$ cat config.mk
export PLATFORM = sky130hd
export DESIGN_NAME = mts_cell
export DESIGN_NICKNAME = d
export VERILOG_FILES = /design/src/hdl/mts_pkg.sv /design/src/hdl/mts_cell.sv
export SDC_FILE = /design/constraint.sdc
export NUM_CORES = 1
export LEC_CHECK = 0
export BUFFER_PORTS_ARGS = -buffer_cell sky130_fd_sc_hd__buf_2
export CAP_MARGIN = 25
export CORE_MARGIN = 2
export CORE_UTILIZATION = 45
export CTS_BUF_LIST = sky130_fd_sc_hd__clkbuf_2
export DETAILED_ROUTE_END_ITERATION = 10
export PLACE_DENSITY = 0.83
export SETUP_SLACK_MARGIN = 0.2
export SLEW_MARGIN = 20
export SYNTH_ARGS = -nofsm -noshare
export SYNTH_HDL_FRONTEND = slang
export SYNTH_SLANG_ARGS = --single-unit
export TNS_END_PERCENT = 1
$ cat constraint.sdc
create_clock -name clk -period 3.7 [get_ports clk]
set_input_delay 0.555 -clock clk [delete_from_list [all_inputs] [get_ports clk]]
set_output_delay 0.555 -clock clk [all_outputs]
set_load 0.01 [all_outputs]
$ cat src/hdl/mts_pkg.sv
`timescale 1ns / 1ps

package mts_pkg;

    // Stack geometry and value width.
    localparam int STACK_DEPTH = 256;
    localparam int VALUE_WIDTH = 32;
    localparam int DEPTH_W     = $clog2(STACK_DEPTH + 1);
    localparam int CNT_W       = $clog2(STACK_DEPTH + 1);

    // Action codes carried in the command item.
    localparam logic [1:0] ACT_PUSH = 2'd0;
    localparam logic [1:0] ACT_POP  = 2'd1;
    localparam logic [1:0] ACT_PEEK = 2'd2;

    // Status codes carried in the response item.
    localparam logic [1:0] STATUS_OK    = 2'd0;
    localparam logic [1:0] STATUS_EMPTY = 2'd1;
    localparam logic [1:0] STATUS_FULL  = 2'd2;

    typedef logic signed [VALUE_WIDTH-1:0] value_t;

    typedef struct packed {
        logic [1:0]  action;
        logic signed [31:0] data_value;
    } cmd_t;

    typedef struct packed {
        logic [1:0]  status;
        logic signed [31:0] popped_value;
        logic signed [31:0] top_value;
        logic signed [31:0] max_value;
        logic        is_empty;
    } rsp_t;

    // One entry of the maximum stack: a maximum and how often it repeats.
    typedef struct packed {
        value_t           max_value;
        logic [CNT_W-1:0] count;
    } pair_t;

    // What a cell does with its entry at a clock edge.
    typedef enum logic [1:0] {
        CELL_HOLD,
        CELL_LOAD,
        CELL_SHIFT_UP
    } cell_op_t;

    typedef struct packed {
        cell_op_t elem_op;
        cell_op_t pair_op;
    } cell_ctrl_t;

    // Fill levels of both stacks, exported for checking.
    typedef struct packed {
        logic [DEPTH_W-1:0] elem_depth;
        logic [DEPTH_W-1:0] max_depth;
    } depth_t;

endpackage

$ cat src/hdl/mts_cell.sv
`timescale 1ns / 1ps

module mts_cell (
    input  logic               clk,
    input  mts_pkg::cell_ctrl_t ctrl,
    input  mts_pkg::value_t    elem_up,
    input  mts_pkg::value_t    elem_down,
    input  mts_pkg::pair_t     pair_up,
    input  mts_pkg::pair_t     pair_down,
    output mts_pkg::value_t    elem,
    output mts_pkg::pair_t     pair
);
    import mts_pkg::*;

    value_t elem_reg;
    value_t elem_next;
    pair_t  pair_reg;
    pair_t  pair_next;

    // Element slot: take from the neighbor above on a push, from below on a pop.
    always_comb
    begin
        case (ctrl.elem_op)
            CELL_LOAD:     elem_next = elem_up;
            CELL_SHIFT_UP: elem_next = elem_down;
            default:       elem_next = elem_reg;
        endcase
    end

    // Maximum slot moves the same way, under its own control.
    always_comb
    begin
        case (ctrl.pair_op)
            CELL_LOAD:     pair_next = pair_up;
            CELL_SHIFT_UP: pair_next = pair_down;
            default:       pair_next = pair_reg;
        endcase
    end

    always_ff @(posedge clk)
    begin
        elem_reg <= elem_next;
        pair_reg <= pair_next;
    end

    assign elem = elem_reg;
    assign pair = pair_reg;

endmodule

== Yosys cells after proc, flatten, opt, wreduce, memory -nomap -nowiden ==
Index checks and enable logic that the tools add are counted.
Operators by class
  eq/ne operators: 4
  mux-type cells: 2
  reduce and logical (&&, ||, !) cells: 2
Operators with widths (count)
  one-hot mux 41 bit (2 select lines): 1
  one-hot mux 32 bit (2 select lines): 1
  == test 2 x 1 -> 1 bit, second input constant: 2
  == test 2 bit, second input constant: 2
  nonzero test 2 bit: 2
Storage, ports and cells
  bits in registers: 73
  bits of input ports: 151
  output and inout port bits: 73
  word-level logic and storage cells: 11

== Longest topological paths before layout ==
  word-level depth: 2
  mapped depth: 5
  depth with buffers taken out: 3

== Least setup slack after synthesis ==
Ideal clock, no wire load.
  path kind: input to register
  start point: input port ctrl[0] (netlist name)
  end point: register pair_reg, in the netlist pair[0], enable pin
  setup time: 0.396 ns
  arrival time: 1.667 ns
  required time: 3.304 ns
  setup slack: 1.638 ns
  stages: 3
  path buffers: 0
  cells stage by stage: inv_1 > ha_1 > inv_1
Between the ends
  word-level cells in the longest chain between the ends: 2
  elaborated cells between the ends (all ways): 3
  those cells by class: eq/ne (2); reduce/logical (1)
RTL lines
  start: declaration: line mts_cell.sv:5  | input mts_pkg::cell_ctrl_t ctrl,
  == test 2 bit or == test 2 x 1 -> 1 bit (tied branches): line mts_cell.sv:33  | case (ctrl.pair_op)
  nonzero test 2 bit (no line) (*)
  end signal: assignment: line mts_cell.sv:43  | pair_reg <= pair_next;
  end: declaration: line mts_cell.sv:17  | pair_t pair_reg;
Every way passes the cells marked *; elsewhere a longest branch is shown, timed or not.
A chain may end at the register's enable or synchronous reset.

== Final worst setup path ==
  start point: input port ctrl[0] (netlist name)
  end point: register pair_reg, in the netlist pair[17], enable pin
The elaborated chain is that of the path after synthesis.

==> results.json <==
{
  "cts_tree": "yes",
  "postCtsHoldBufs": 0,
  "start_kind": "input pin",
  "max-cap-violations": 0,
  "track_usage_pct": 18.2,
  "clock_sinks": 73,
  "grt-ovfl-total": 0,
  "yosys-top-cells-count": "edfxtp_1, mux2_4, buf_6",
  "worstSetupEndpointType": "flop",
  "avgSynthCellArea_um2": 21.4,
  "routed_wl_mm": 7.94,
  "final_util_pct": 64.4,
  "synth-seq-area-share_pct": 63.5,
  "hold_class": "in2reg",
  "power_mw": 1.93,
  "drc": 0,
  "wl_per_cell_um": 16.0,
  "worstPathMaxFanout": 22,
  "synthAdderAreaFrac_pct": 0.725,
  "ys_warn_count": 0,
  "final_max_slew_viol_count": 0,
  "finalCritPeriodShare_pct": 48.0,
  "holdWs_ns": 0.371,
  "dpl.cell_count": 478,
  "ios": 224,
  "finalWeightedCongestion": 0.784,
  "top_layer": "met4",
  "post-cts-setup-buffer-count": 0,
  "fin_tns_setup_ns": 0,
  "htree_levels": 3,
  "hold_viol": 0,
  "power-per-cell-area_nw_per_um2": 408,
  "finalCriticalPeriod_ns": 1.78,
  "via_count": 2286,
  "synth-edff-count": 73,
  "initial_core_util_pct": 47.1,
  "largest_register_ffs": 41,
  "syn_nets": 314,
  "drive_gt1_share_pct": 80.3,
  "antenna_found_initial": 0,
  "peakVddDrop_uv": 202,
  "stdcell_count": 495,
  "viasPerCell": 4.62,
  "core_um2": 7330,
  "synth_mux_area_share_pct": 31.4,
  "synth-xor-area-share_pct": 0,
  "numCtsBuffers": 9,
  "io_buffers": 223,
  "hpwl_mm": 6.28,
  "netlist.area_leader.share_pct": 63.5,
  "wl_met2_mm": 4.23,
  "firstDrtPassIters": 4,
  "wl_met1_mm": 2.64,
  "crit_type": "in2reg",
  "path_clk_slew_ns": 0.20,
  "die_h_um": 91.6,
  "synth_compound_area_share_pct": 0,
  "cts_buffer_depth": 2,
  "ys_ff_latch": 73,
  "dieArea_um2": 8390,
  "antenna_cells": 0,
  "synth_area_leader_cell": "edfxtp_1",
  "netlist_instances": 161,
  "synthSimpleGateAreaFrac_pct": 0,
  "area_growth_pct": 36.8,
  "core.rowCount": 31,
  "power_leakage_nw": 2.27,
  "cp.arrival_ns": 1.92,
  "worst_slew_pin_slew_ns": 0.745,
  "drtAntennaViolNets": 0,
  "grt_max_degree": 33,
  "yosysMostFrequentCell": "edfxtp_1",
  "max_freq_mhz": 563,
  "status": "finished, final reports clean",
  "fp.dieW_um": 91.6,
  "ys_types": 7,
  "nets": 544,
  "required_ns": 3.85,
  "grt_pass1_wl_mm": 11.5,
  "cts-root-buf": "clkbuf_2",
  "nFillCells": 559,
  "netlist_area_um2": 3450,
  "synth.area.top_cells": "edfxtp_1, mux2_4, buf_12",
  "ys.flop_type": "edfxtp_1",
  "async_flop_share_pct": 0,
  "drtIter0Drc": 63,
  "synth_top_family_by_area": "multiplexers",
  "cts_resized": 0,
  "setup_viol": 0,
  "wl_met3_um": 979,
  "grt_pass1_vias": 2346,
  "slew_headroom_pct": 50.3,
  "rsz0062_at_grt": "no"
}
## layer usage
layer,up-vias,GRT usage (%)
met5,-,0
met2,144,33.2
met3,10,8.71
li1,1083,-
met4,0,6.69
met1,1049,17.5
## placed cells by master, fill, tap and decap left out
cell type    n
clkbuf_2    12
buf_4        4
buf_16       1
inv_1        4
ha_2         2
bufinv_16    1
buf_2      223
edfxtp_1    73
clkinv_2     2
mux2_4      70
mux2_2       3
clkinv_1     1
## final timing paths
kind         from  endpoint  slack (ns)  depth (start not counted)
max       ctrl[0]  pair[17]        1.92                          5
min   pair_up[15]  pair[15]        0.37                          2
## layout make-up
| class | instances | area (um^2) | share of cell area (%) |
|---|---|---|---|
| flip-flops and latches | 73 | 2190 | 46.4 |
| multi-input cells | 75 | 1110 | 23.6 |
| repair buffers | 228 | 1170 | 24.8 |
| well taps | 99 | 124 | 2.62 |
| clock inverters | 4 | 43.8 | 0.927 |
| clock buffers | 12 | 60.1 | 1.27 |
| inverters | 4 | 15.0 | 0.318 |
## critical path, cell delays in order
cell and delay [ns]:
buf_2 0.09, inv_1 0.05, ha_2 0.26, inv_1 0.55, buf_4 0.41
## metrics by stage
step | worst slack (ns) | instance area [um^2]
2_1_floorplan | 1.64 | 3450
3_3_place_gp | 1.45 | 4590
3_5_place_dp | 1.42 | 4590
4_1_cts | 1.97 | 4700
5_1_grt | 1.86 | 4720
6_report | 1.92 | 4720
## where the power goes
| part | internal [mW] | total, mW | switching [mW] |
|---|---|---|---|
| logic | 0.230 | 0.431 | 0.201 |
| registers | 1.05 | 1.08 | 0.0282 |
| clock network | 0.161 | 0.417 | 0.256 |
## logic make-up after synthesis
family	count (synthesis)
adder cells (fa/ha/maj)	2
buffers and inverters	13
flip-flops	73
multiplexers	73
Note: power is estimated with default switching activity, not from simulation.
