## config.mk

```make
export PLATFORM = sky130hd
export DESIGN_NAME = mts_ctrl
export DESIGN_NICKNAME = d
export VERILOG_FILES = /design/src/hdl/mts_pkg.sv /design/src/hdl/mts_ctrl.sv
export SDC_FILE = /design/constraint.sdc
export NUM_CORES = 1
export LEC_CHECK = 0
export BUFFER_PORTS_ARGS = -buffer_cell sky130_fd_sc_hd__buf_2
export CORE_MARGIN = 2
export CORE_UTILIZATION = 31
export CTS_CLUSTER_DIAMETER = 40
export DETAILED_ROUTE_END_ITERATION = 8
export GPL_TIMING_DRIVEN = 0
export PLACE_DENSITY_LB_ADDON = 0.12
export SETUP_SLACK_MARGIN = 0.1
export SLEW_MARGIN = 20
export SYNTH_ARGS = -nofsm -noshare
export SYNTH_HDL_FRONTEND = slang
export SYNTH_SLANG_ARGS = --single-unit
```

## constraint.sdc

```tcl
create_clock -name clk -period 5.02 [get_ports clk]
set_input_delay 0.753 -clock clk [delete_from_list [all_inputs] [get_ports clk]]
set_output_delay 0.753 -clock clk [all_outputs]
set_load 0.02 [all_outputs]
```

## src/hdl/mts_pkg.sv

```systemverilog
`timescale 1ns / 1ps

package mts_pkg;

    // Stack geometry and value width.
    localparam int STACK_DEPTH = 256;
    localparam int VALUE_WIDTH = 32;
    localparam int DEPTH_W     = $clog2(STACK_DEPTH + 1);
    localparam int CNT_W       = $clog2(STACK_DEPTH + 1);

    // Action codes carried in the command item.
    localparam logic [1:0] ACT_PUSH = 2'd0;
    localparam logic [1:0] ACT_POP  = 2'd1;
    localparam logic [1:0] ACT_PEEK = 2'd2;

    // Status codes carried in the response item.
    localparam logic [1:0] STATUS_OK    = 2'd0;
    localparam logic [1:0] STATUS_EMPTY = 2'd1;
    localparam logic [1:0] STATUS_FULL  = 2'd2;

    typedef logic signed [VALUE_WIDTH-1:0] value_t;

    typedef struct packed {
        logic [1:0]  action;
        logic signed [31:0] data_value;
    } cmd_t;

    typedef struct packed {
        logic [1:0]  status;
        logic signed [31:0] popped_value;
        logic signed [31:0] top_value;
        logic signed [31:0] max_value;
        logic        is_empty;
    } rsp_t;

    // One entry of the maximum stack: a maximum and how often it repeats.
    typedef struct packed {
        value_t           max_value;
        logic [CNT_W-1:0] count;
    } pair_t;

    // What a cell does with its entry at a clock edge.
    typedef enum logic [1:0] {
        CELL_HOLD,
        CELL_LOAD,
        CELL_SHIFT_UP
    } cell_op_t;

    typedef struct packed {
        cell_op_t elem_op;
        cell_op_t pair_op;
    } cell_ctrl_t;

    // Fill levels of both stacks, exported for checking.
    typedef struct packed {
        logic [DEPTH_W-1:0] elem_depth;
        logic [DEPTH_W-1:0] max_depth;
    } depth_t;

endpackage

```

## src/hdl/mts_ctrl.sv

```systemverilog
`timescale 1ns / 1ps

module mts_ctrl (
    input  logic                clk,
    input  logic                rst_n,
    input  logic                fire,
    input  mts_pkg::cmd_t       cmd,
    input  mts_pkg::value_t     head_elem,
    input  mts_pkg::value_t     second_elem,
    input  mts_pkg::pair_t      head_pair,
    input  mts_pkg::pair_t      second_pair,
    output mts_pkg::cell_ctrl_t head_ctrl,
    output mts_pkg::cell_ctrl_t body_ctrl,
    output mts_pkg::value_t     load_elem,
    output mts_pkg::pair_t      load_pair,
    output mts_pkg::rsp_t       result,
    output mts_pkg::depth_t     depths
);
    import mts_pkg::*;

    logic [DEPTH_W-1:0] elem_depth_reg;
    logic [DEPTH_W-1:0] elem_depth_next;
    logic [DEPTH_W-1:0] max_depth_reg;
    logic [DEPTH_W-1:0] max_depth_next;
    cell_op_t           head_elem_op;
    cell_op_t           head_pair_op;
    cell_op_t           body_elem_op;
    cell_op_t           body_pair_op;
    logic [1:0]         status;
    value_t             popped;
    value_t             new_top;
    value_t             new_max;
    value_t             push_value;

    assign push_value = value_t'(cmd.data_value);

    // Decode the item into cell moves and the new stack heads.
    always_comb
    begin
        head_elem_op    = CELL_HOLD;
        head_pair_op    = CELL_HOLD;
        body_elem_op    = CELL_HOLD;
        body_pair_op    = CELL_HOLD;
        load_elem       = push_value;
        load_pair       = '{max_value: push_value, count: CNT_W'(1)};
        elem_depth_next = elem_depth_reg;
        max_depth_next  = max_depth_reg;
        status          = STATUS_OK;
        popped          = '0;
        new_top         = head_elem;
        new_max         = head_pair.max_value;
        case (cmd.action)
            ACT_PUSH:
            begin
                if (elem_depth_reg == DEPTH_W'(STACK_DEPTH))
                begin
                    status = STATUS_FULL;
                end
                else
                begin
                    head_elem_op    = CELL_LOAD;
                    body_elem_op    = CELL_LOAD;
                    elem_depth_next = elem_depth_reg + DEPTH_W'(1);
                    new_top         = push_value;
                    if (max_depth_reg == '0 || push_value > head_pair.max_value)
                    begin
                        // A new, larger maximum opens a pair.
                        head_pair_op   = CELL_LOAD;
                        body_pair_op   = CELL_LOAD;
                        max_depth_next = max_depth_reg + DEPTH_W'(1);
                        new_max        = push_value;
                    end
                    else if (push_value == head_pair.max_value)
                    begin
                        // Repeat of the current maximum bumps its count in place.
                        head_pair_op = CELL_LOAD;
                        load_pair    = '{max_value: head_pair.max_value,
                                         count: head_pair.count + CNT_W'(1)};
                    end
                end
            end
            ACT_POP:
            begin
                if (elem_depth_reg == '0)
                begin
                    status = STATUS_EMPTY;
                end
                else
                begin
                    head_elem_op    = CELL_SHIFT_UP;
                    body_elem_op    = CELL_SHIFT_UP;
                    elem_depth_next = elem_depth_reg - DEPTH_W'(1);
                    popped          = head_elem;
                    new_top         = second_elem;
                    if (max_depth_reg != '0 && head_elem == head_pair.max_value)
                    begin
                        if (head_pair.count <= CNT_W'(1))
                        begin
                            // Last copy of this maximum leaves: drop the pair.
                            head_pair_op   = CELL_SHIFT_UP;
                            body_pair_op   = CELL_SHIFT_UP;
                            max_depth_next = max_depth_reg - DEPTH_W'(1);
                            new_max        = second_pair.max_value;
                        end
                        else
                        begin
                            head_pair_op = CELL_LOAD;
                            load_pair    = '{max_value: head_pair.max_value,
                                             count: head_pair.count - CNT_W'(1)};
                        end
                    end
                end
            end
            default:
            begin
                if (elem_depth_reg == '0)
                begin
                    status = STATUS_EMPTY;
                end
            end
        endcase
    end

    // Cells move only on an accepted item.
    always_comb
    begin
        head_ctrl = '{elem_op: CELL_HOLD, pair_op: CELL_HOLD};
        body_ctrl = '{elem_op: CELL_HOLD, pair_op: CELL_HOLD};
        if (fire)
        begin
            head_ctrl = '{elem_op: head_elem_op, pair_op: head_pair_op};
            body_ctrl = '{elem_op: body_elem_op, pair_op: body_pair_op};
        end
    end

    // Response as the stack stands after the item.
    always_comb
    begin
        result.status       = status;
        result.popped_value = 32'(popped);
        if (elem_depth_next == '0)
        begin
            result.top_value = '0;
            result.max_value = '0;
            result.is_empty  = 1'b1;
        end
        else
        begin
            result.top_value = 32'(new_top);
            result.max_value = (max_depth_next != '0) ? 32'(new_max) : 32'sd0;
            result.is_empty  = 1'b0;
        end
    end

    always_ff @(posedge clk or negedge rst_n)
    begin
        if (!rst_n)
        begin
            elem_depth_reg <= '0;
            max_depth_reg  <= '0;
        end
        else if (fire)
        begin
            elem_depth_reg <= elem_depth_next;
            max_depth_reg  <= max_depth_next;
        end
    end

    assign depths = '{elem_depth: elem_depth_reg, max_depth: max_depth_reg};

endmodule

```

Word-level counts from Yosys, hierarchy flattened
Cells that the tools add are included.
{ "op_classes": {"n_lt_le_gt_ge": 2, "addsub": 6, "n_eq_ne": 4, "n_reduce_logical": 8, "mux": 50} }
{ "op_table": {"columns": ["operator", "count"], "rows": [
  ["$mux 32", 10],
  ["$mux 41", 6],
  ["$pmux 32 s2", 2],
  ["$pmux 41 s2", 1],
  ["$mux 65", 1],
  ["$eq 32x32->1", 2],
  ["$mux 9", 7],
  ["$pmux 9 s2", 2],
  ["$gt 32x32->1", 1],
  ["$add 9x1->9 const B", 3],
  ["$logic_not 9->1", 3],
  ["$sub 9x1->9 const B", 3],
  ["$mux 2", 9],
  ["$reduce_bool 9->1", 2],
  ["$pmux 2 s2", 3],
  ["$eq 9x9->1 const B", 1],
  ["$le 9x1->1 const B", 1],
  ["$mux 4", 2],
  ["$mux 1", 7],
  ["$eq 2x1->1 const B", 1],
  ["$logic_not 2->1", 1],
  ["$logic_and 1x1->1", 1],
  ["$logic_or 1x1->1", 1]
]} }
{ "totals": {"regBits": 18, "in_bits": 183} }

Longest topological paths before layout
Gate-level depths: netlist (run 1).
{ "depth": {"depth_word": 8, "depth_mapped": 15, "depth_no_buf": 12} }

Worst setup path before layout (run 1)
OpenSTA, ideal clock, no wires.
{ "synth_path": {"path_kind": "input to output", "start": "in head_pair[40] (netlist bit)", "end": "out result[23] (netlist bit)", "required_ns": 4.267, "arrival_ns": 3.851, "setup_slack_ns": 0.416, "cell_stages": 13, "path_cell_list": "inv_1 -> ha_1 -> nand4_1 -> nor3_1 -> a22oi_1 -> a21boi_0 -> o31ai_1 -> a21oi_1 -> mux2_2 -> a2111o_1 -> nor4_4 -> buf_6 -> nor3_2"} }
{ "synth_lines": {"columns": ["element", "line_no", "rtl"], "rows": [
  ["start: declaration", "mts_ctrl.sv:10", "input mts_pkg::pair_t head_pair,"],
  ["end: declaration", "mts_ctrl.sv:16", "output mts_pkg::rsp_t result,"]
]} }

==> impl_summary.log, run 1 <==
[metrics] antenna-violating nets left: 0
[metrics] number of iterations in the first detailed-routing pass: 8
[metrics] Die Y: between 100 and 150 um
[metrics] Main synth FF type: sky130_fd_sc_hd__dfrtp_1
[metrics] most crowded layer after global routing: met2
[metrics] internal portion of total power: 0.0009679 W
[metrics] GPL Wtd Cong: 0.9157
[metrics] total gr overflow: 0
[metrics] cell count after synthesis: between 900 and 1,000
[metrics] Clk pwr share: under 10%
[metrics] vias in the first global route: roughly 8,300
[metrics] DRC marker count from the first detailed-route iteration: 692
[metrics] Slew HR: 30.62%
[metrics] number of setup violations in the final report: 0
[metrics] number of flip-flops and latches in the synthesized netlist: 18
[metrics] category of the most critical setup path: register to output pin
[metrics] Unique masters post-synth: 72
[metrics] clock transition at the register clock pins on the worst setup and hold paths after CTS: roughly 0.06 ns
[metrics] outcome: finished clean
[metrics] RSZ-0062 raised after global routing: no
[metrics] total die area: 0.02154 mm2
[metrics] sequential area share after synthesis: 7.127%
[metrics] via count: 8,649
[metrics] initial antenna violation count: 5
[metrics] Max Clock Freq: 0.2080 GHz
[metrics] max-slew violation count: 0
[metrics] share of the synthesized area in the top cell type: 8.315%
[metrics] Num CTS Buffers: 3
[metrics] CTS Root Cell: sky130_fd_sc_hd__clkbuf_16
[metrics] final wirelength: 33,670 um
[metrics] Setup crit end kind: output pin
[metrics] met3 track utilization from global routing: 2.298%
[metrics] # nets final: 1,522
[metrics] Worst Path Arrival: 4.06 ns
[metrics] DR vias/cell: between 5 and 6
[metrics] met2 layer usage reported by global route: 51.62%
[metrics] async set-or-reset flop fraction in the synthesized netlist: 100.0%
[metrics] Hold Worst Slack: about 0.43 ns
[metrics] count of port buffers added during placement: 368
[metrics] worst-case clock buffer depth: 2
[metrics] CP startpoint kind: register
[metrics] Top-Level Pins: 381
[metrics] Fin Setup TNS: 0 ns
[metrics] switching power: approximately 0.0013 W
[metrics] TritonCTS Sinks: 18
[metrics] met1 usage: around two fifths
[metrics] Core Area: about 0.020 mm2
[metrics] wire length per cell: roughly 21 um
[metrics] post-layout instance count excluding filler cells: 1,575
[metrics] class of the tightest hold or removal check: input port to asynchronous set/reset pin
[metrics] number of warnings reported in the yosys synthesis log: 0
[metrics] fraction of final layout cells with drive strength greater than 1: 42.65%
[metrics] top cell type by total area after synthesis: sky130_fd_sc_hd__nand2_1
[metrics] switching power share of the total: a little under three fifths
[metrics] leakage: 4.414 nW
[metrics] data required time of the critical path: 4.27 ns
[metrics] nets in the synthesized netlist: 1,139
[metrics] clk_skew: 0.005620 ns
[metrics] final count of hold timing violations: 0
[metrics] Clock Latency Late Sink: 0.26 ns
[metrics] TritonCTS clock tree: built
[metrics] critical path peak fanout: 10
[metrics] combinational share of power: between 80% and 90%
[metrics] pin slew with the least headroom to its limit: 1.033 ns
[metrics] per-instance average area after synthesis: 6.892 um2
[metrics] Final Cycle Share: 95.79%
[metrics] number of instances in the placed design: 1,555
[metrics] shortest period the worst path allows: 4.809 ns
[metrics] fin worst setup slack: between 0.2 and 0.25 ns
[metrics] Post-Syn Area: 0.006320 mm2
[metrics] htree depth: 1
[metrics] Flop pwr share: 11.4%
[metrics] worst setup slack after placement: -1.071 ns
[metrics] final core area utilization: 44.43%
[metrics] global-route wire length before repair: 49,730 um
[metrics] width of the die: approximately 150 um
[metrics] HPWL Detailed: 27,120 um
[metrics] number of synthesized flops with an enable pin: 0
[metrics] top cells by area in the synthesized netlist: sky130_fd_sc_hd__nand2_1 8.3%, sky130_fd_sc_hd__ha_1 7.7%, sky130_fd_sc_hd__xnor2_1 7.3%, sky130_fd_sc_hd__dfrtp_1 7.1%, sky130_fd_sc_hd__mux2_2 5.9%
[metrics] power density over cell area: between 200 and 250 mW/mm2
[metrics] drt drc: 0
[metrics] Initial Util: 31.44%
[metrics] area grow syn2layout: 41.34%
[metrics] Maximum Capacitance Violations: 0
[metrics] pin count of the biggest net entering global routing: 19
[metrics] Placement Rows: 52
[metrics] Total Routing Usage GR: 29.52%
[metrics] Max rail drop VDD: ~0.00012 V
[final timing paths]
| check | slack (ns) | start | cells after the start | endpoint |
|---|---|---|---|---|
| min reg2reg | 0.58 | max_depth_reg[0] | 1 | max_depth_reg[0] |
| min in group clk | 0.58 | max_depth_reg[0] | 1 | max_depth_reg[0] |
| max | 0.21 | max_depth_reg[0] | 15 | result[32] |
| max reg2reg | 1.82 | elem_depth_reg[1] | 13 | max_depth_reg[2] |
| max in group asynchronous | 4.27 | rst_n | 1 | max_depth_reg[1] |
| min | 0.43 | rst_n | 1 | max_depth_reg[3] |
[layer usage]
| metal | vias to the layer above | wire length, um |
|---|---|---|
| met5 | - | 0 |
| met4 | 0 | 952 |
| met3 | 53 | 2060 |
| met2 | 435 | 16500 |
| met1 | 4059 | 14150 |
| li1 | 4102 | - |
[worst max-delay path: stages, from the launching register on]
cell	delay [ns]
sky130_fd_sc_hd__dfrtp_2	0.47
sky130_fd_sc_hd__inv_2	0.11
sky130_fd_sc_hd__ha_1	0.18
sky130_fd_sc_hd__or3b_4	0.43
sky130_fd_sc_hd__or4_4	0.51
sky130_fd_sc_hd__and3_4	0.22
sky130_fd_sc_hd__nand4_1	0.16
sky130_fd_sc_hd__mux2i_1	0.21
sky130_fd_sc_hd__o211ai_1	0.12
sky130_fd_sc_hd__a2111o_1	0.30
sky130_fd_sc_hd__a2111o_1	0.33
sky130_fd_sc_hd__nor4_4	0.15
sky130_fd_sc_hd__buf_6	0.17
sky130_fd_sc_hd__buf_6	0.18
sky130_fd_sc_hd__nor3_2	0.07
sky130_fd_sc_hd__buf_2	0.17
[cell type report]
class	count	area [um2]
fill	2173	11170
multi-input combinational	746	5241
timing repair buffer	379	1931
buffer	106	693.2
sequential	18	452.9
tap	270	337.8
inverter	46	172.7
clock buffer	4	88.84
antenna	6	15.01
[power by group through the flow]
| stage | combinational (W) | clock (W) | sequential [W] |
|---|---|---|---|
| 6_report | 0.00179 | 0.000191 | 0.000255 |
| 4_1_cts | 0.00174 | 0.000191 | 0.000249 |
| 3_3_place_gp | 0.00170 | 0 | 0.000252 |
| 5_1_grt | 0.00191 | 0.000201 | 0.000265 |
| 2_1_floorplan | 0.00105 | 0 | 0.000303 |
| 3_5_place_dp | 0.00170 | 0 | 0.000251 |
[cell families after synthesis]
kind of cell             after synthesis  share of synthesized area, %
AND/OR/NAND/NOR                      409                         33.60
AO/OA/AOI/OAI                        204                         23.82
buffers and inverters                153                         13.26
XOR/XNOR                              55                         7.622
multiplexers                          39                         6.850
adder cells (fa/ha/maj)               39                         7.721
flip-flops                            18                         7.127
[Yosys cell counts (5+ instances only)]
cell,instances
sky130_fd_sc_hd__nand2_1,140
sky130_fd_sc_hd__nor2_1,88
sky130_fd_sc_hd__xnor2_1,53
sky130_fd_sc_hd__clkbuf_1,48
sky130_fd_sc_hd__inv_1,46
sky130_fd_sc_hd__o21ai_0,41
sky130_fd_sc_hd__ha_1,39
sky130_fd_sc_hd__buf_4,37
sky130_fd_sc_hd__and2_1,34
sky130_fd_sc_hd__mux2_2,33
sky130_fd_sc_hd__a222oi_1,31
sky130_fd_sc_hd__o221ai_1,31
sky130_fd_sc_hd__a21oi_1,30
sky130_fd_sc_hd__nor3_2,30
sky130_fd_sc_hd__nor3_1,28
sky130_fd_sc_hd__nand4_1,25
sky130_fd_sc_hd__o211ai_1,22
sky130_fd_sc_hd__dfrtp_1,18
sky130_fd_sc_hd__nand3_1,15
sky130_fd_sc_hd__buf_6,8
sky130_fd_sc_hd__nor4_1,8
sky130_fd_sc_hd__o22ai_1,7
sky130_fd_sc_hd__or3_1,7
sky130_fd_sc_hd__and3_1,6
sky130_fd_sc_hd__buf_1,6
sky130_fd_sc_hd__o31ai_1,6
sky130_fd_sc_hd__mux2i_1,5
[repair_timing]
item	4_1_cts	5_1_grt
hold buffers	0	0
cloned	0	0
setup buffers	6	5
pin swaps	7	10
resized for setup	39	36
setup endpoints to repair	98	73
[through the flow]
stage / total power [W] / cell area (um2)
finish: 0.002232 / 8932
global route: 0.002380 / 8930
CTS: 0.002175 / 8758
detailed placement: 0.001950 / 8506
global placement: 0.001948 / 8499
floorplan: 0.001356 / 6320
[cells in the final DEF (no fill, tap or decap), types with 4 or more instances in the layout]
cell / count
sky130_fd_sc_hd__buf_6: 8
sky130_fd_sc_hd__mux2_2: 33
sky130_fd_sc_hd__o221ai_1: 31
sky130_fd_sc_hd__mux2i_1: 5
sky130_fd_sc_hd__clkbuf_8: 5
sky130_fd_sc_hd__nand4_1: 25
sky130_fd_sc_hd__buf_4: 48
sky130_fd_sc_hd__o31ai_1: 5
sky130_fd_sc_hd__ha_1: 39
sky130_fd_sc_hd__o211ai_1: 22
sky130_fd_sc_hd__a21oi_1: 27
sky130_fd_sc_hd__xnor2_1: 53
sky130_fd_sc_hd__nor4_4: 6
sky130_fd_sc_hd__buf_1: 4
sky130_fd_sc_hd__dfrtp_1: 16
sky130_fd_sc_hd__or3_1: 7
sky130_fd_sc_hd__diode_2: 6
sky130_fd_sc_hd__inv_1: 44
sky130_fd_sc_hd__and3_1: 6
sky130_fd_sc_hd__nand3_1: 14
sky130_fd_sc_hd__a222oi_1: 31
sky130_fd_sc_hd__o21ai_0: 38
sky130_fd_sc_hd__nand2_1: 138
sky130_fd_sc_hd__nor2_1: 85
sky130_fd_sc_hd__nor3_2: 32
sky130_fd_sc_hd__and2_1: 34
sky130_fd_sc_hd__clkbuf_1: 37
sky130_fd_sc_hd__nor3_1: 26
sky130_fd_sc_hd__nor4_1: 4
sky130_fd_sc_hd__clkbuf_2: 7
sky130_fd_sc_hd__buf_2: 370
sky130_fd_sc_hd__o22ai_1: 7
Note: power is estimated with default switching activity, not from simulation.
==> inputs of run 2 (changes only) <==
--- a/config.mk
+++ b/config.mk
@@ -8,6 +8,7 @@
 export BUFFER_PORTS_ARGS = -buffer_cell sky130_fd_sc_hd__buf_2
 export CORE_MARGIN = 2
 export CORE_UTILIZATION = 31
+export CTS_BUF_LIST = sky130_fd_sc_hd__clkbuf_8
 export CTS_CLUSTER_DIAMETER = 40
 export DETAILED_ROUTE_END_ITERATION = 8
 export GPL_TIMING_DRIVEN = 0
==> run 2 against run 1 <==
Compared with the run above: final cell count unchanged; largest cell class unchanged; die area unchanged; routed wire length decreased by 0.17%; hold slack got worse by 0.011 ns; first-iteration DRC count decreased by 2.7%.
==> impl_summary.log, run 2 (synthesis gave the netlist of run 1 again) <==
[metrics] category of the most critical setup path: register to output pin
[metrics] RSZ-0062 raised after global routing: no
[metrics] Critical path origin: max_depth_reg[0]
[metrics] number of iterations in the first detailed-routing pass: 9 (+1)
[metrics] pin slew with the least headroom to its limit: 1.039 ns (+0.006474 ns)
[metrics] clk_skew: 0.002370 ns (-0.003250 ns)
[metrics] critical register-to-register path endpoint: max_depth_reg[2]
[metrics] endpoint of the worst setup timing path: result[32]
[metrics] TritonCTS Sinks: 18 (unchanged)
[metrics] Setup crit end kind: output pin
[metrics] # nets final: 1,522 (unchanged)
[metrics] fraction of final layout cells with drive strength greater than 1: 42.80% (+0.15 points)
[metrics] shortest period the worst path allows: 4.814 ns (+0.005220 ns)
[metrics] minimum setup slack among reg-to-reg paths: 1.80 ns (-0.02 ns)
[metrics] area grow syn2layout: 41.16%
[metrics] TritonCTS clock tree: built
[metrics] drt drc: 0 (unchanged)
[metrics] Post-Layout Inst Area: 0.008921 mm2 (-0.13%)
[metrics] GPL Wtd Cong: 0.9157 (unchanged)
[metrics] global-route wire length before repair: 49,620 um (-0.21%)
[metrics] DRC marker count from the first detailed-route iteration: 673 (-2.7%)
[metrics] clock transition at the register clock pins on the worst setup and hold paths after CTS: 0.08 ns (+0.02 ns)
[metrics] Final Cycle Share: 95.89% (+0.10 points)
[metrics] DR vias/cell: 5.479 (-0.22%)
[metrics] Num CTS Buffers: 3 (unchanged)
[metrics] leakage: 4.425 nW (+0.25%)
[metrics] HPWL Detailed: 27,120 um (unchanged)
[metrics] Placement Rows: 52 (unchanged)
[metrics] total die area: 0.02154 mm2 (unchanged)
[metrics] CP startpoint kind: register
[metrics] Total Routing Usage GR: 29.41% (-0.12 points)
[metrics] final wirelength: 33,610 um (-0.17%)
[metrics] worst reg-to-reg path cell count: 13 (unchanged)
[metrics] commonest non-fill, non-tap cells in the layout: 369 x sky130_fd_sc_hd__buf_2, 138 x sky130_fd_sc_hd__nand2_1, 85 x sky130_fd_sc_hd__nor2_1, 51 x sky130_fd_sc_hd__xnor2_1, 48 x sky130_fd_sc_hd__buf_4
[metrics] initial antenna violation count: 5 (unchanged)
[metrics] vias in the first global route: 8,266 (-0.073%)
[metrics] Clock Latency Late Sink: 0.27 ns (about the same)
[metrics] Max Clock Freq: 0.2077 GHz (-0.11%)
[metrics] Die Y: 146.8 um (unchanged)
[metrics] final count of hold timing violations: 0 (unchanged)
[metrics] most common library cell in the layout ignoring fill and taps: sky130_fd_sc_hd__buf_2
[metrics] Cell Area, Placed: 0.008506 mm2 (unchanged)
[metrics] critical path peak fanout: 10 (unchanged)
[metrics] outcome: finished clean
[metrics] Worst Path Arrival: 4.06 ns (about the same)
[metrics] worst-case clock buffer depth: 2 (unchanged)
[metrics] Crit Reg-Reg Startpoint: elem_depth_reg[1]
[metrics] CTS Root Cell: sky130_fd_sc_hd__clkbuf_8
[metrics] Max rail drop VDD: 0.00008801 V (-24%)
[metrics] count of fill cells added during filler insertion: 2,172 (-0.046%)
[metrics] count of port buffers added during placement: 368 (unchanged)
[metrics] htree depth: 1 (unchanged)
[metrics] Hold Worst Slack: 0.4163 ns (-0.01139 ns)
[metrics] via count: 8,630 (-0.22%)
[metrics] data required time of the critical path: 4.27 ns (about the same)
[metrics] power density over cell area: 243.1 mW/mm2 (-2.7%)
[metrics] max-slew violation count: 0 (unchanged)
[metrics] antenna-violating nets left: 0 (unchanged)
[metrics] number of setup violations in the final report: 0 (unchanged)
[metrics] Slew HR: 30.19% (-0.43 points)
[metrics] Top-Level Pins: 381 (unchanged)
[metrics] Initial Util: 31.44% (unchanged)
[metrics] Core Area: 0.02010 mm2 (unchanged)
[metrics] Fin Setup TNS: 0 ns (unchanged)
[metrics] Maximum Capacitance Violations: 0 (unchanged)
[metrics] class of the tightest hold or removal check: input port to asynchronous set/reset pin
[metrics] total gr overflow: 0 (unchanged)
[metrics] pin count of the biggest net entering global routing: 19 (unchanged)
[metrics] wire length per cell: 21.34 um (-0.17%)
[metrics] number of buffers inserted for hold repair after clock tree synthesis: 0 (unchanged)
[metrics] width of the die: 146.8 um (unchanged)
-- run 2: cell types whose count changed in the layout (fill, tap and decap cells not counted), sizes merged --
| cell | change |
|---|---|
| clkbuf | +1 |
| buf | -1 |
-- run 2: how the worst min path moves through the flow --
stage	start	to	slack, ns	cells past startpoint
final	rst_n	elem_depth_reg[5]	0.42	1
after global routing	rst_n	elem_depth_reg[5]	0.45	1
after CTS	rst_n	elem_depth_reg[5]	0.44	1
after detailed placement	max_depth_reg[7]	max_depth_reg[7]	0.60	2
after global placement	max_depth_reg[6]	max_depth_reg[6]	0.59	2
after floorplan	rst_n	elem_depth_reg[0]	0.46	0
-- run 2: final cells by class --
cell class	count	area [um2]	share of cell area (%)
well taps	270	337.8	3.787
inverters	46	172.7	1.935
clock buffers	4	55.05	0.6171
diodes	6	15.01	0.1683
multi-input cells	746	5261	58.98
flip-flops and latches	18	452.9	5.077
plain buffers	106	695.7	7.798
repair buffers	379	1931	21.64
-- run 2: where the power goes --
group	internal (W)	switching [W]	leakage [nW]	total [W]
logic	0.000652	0.00113	4.17	0.00178
clock network	0.0000701	0.0000601	0.0288	0.000130
registers	0.000195	0.0000585	0.224	0.000254
total	0.000917	0.00125	4.43	0.00217
-- run 2: repair_timing --
item                                    CTS  global route
resized for setup                        39            40
cloned                                    0             0
endpoints found under the hold margin     0             0
endpoints found under the setup margin   98            73
pin swaps                                 7            12
buffers inserted                          6             5
-- run 2: critical path, cell delays in order (launching register included) --
cell	delay, ns
sky130_fd_sc_hd__dfrtp_2	0.47
sky130_fd_sc_hd__inv_2	0.11
sky130_fd_sc_hd__ha_1	0.18
sky130_fd_sc_hd__or3b_4	0.43
sky130_fd_sc_hd__or4_4	0.51
sky130_fd_sc_hd__and3_4	0.22
sky130_fd_sc_hd__nand4_1	0.16
sky130_fd_sc_hd__mux2i_1	0.21
sky130_fd_sc_hd__o211ai_1	0.12
sky130_fd_sc_hd__a2111o_1	0.30
sky130_fd_sc_hd__a2111o_1	0.33
sky130_fd_sc_hd__nor4_4	0.15
sky130_fd_sc_hd__buf_6	0.17
sky130_fd_sc_hd__buf_6	0.18
sky130_fd_sc_hd__nor3_2	0.07
sky130_fd_sc_hd__buf_2	0.17
-- run 2: metal layers --
| layer | routed length (um) | track usage (%) |
|---|---|---|
| met1 | 14020 | 38.27 |
| met2 | 16350 | 51.60 |
| met3 | 2142 | 2.205 |
| met4 | 1103 | 9.612 |
| met5 | 0 | 0 |
-- run 2: metrics by stage --
stage               instances  setup slack [ns]  power (W)  util [%]
global placement         1555            -1.113   0.001948     42.28
detailed placement       1555            -1.071   0.001950     42.31
finish                   1575            0.2062   0.002168     44.37
global route             1574           0.08926   0.002320     44.36
CTS                      1564           0.08839   0.002116     43.40
floorplan                 917            0.4157   0.001356         -
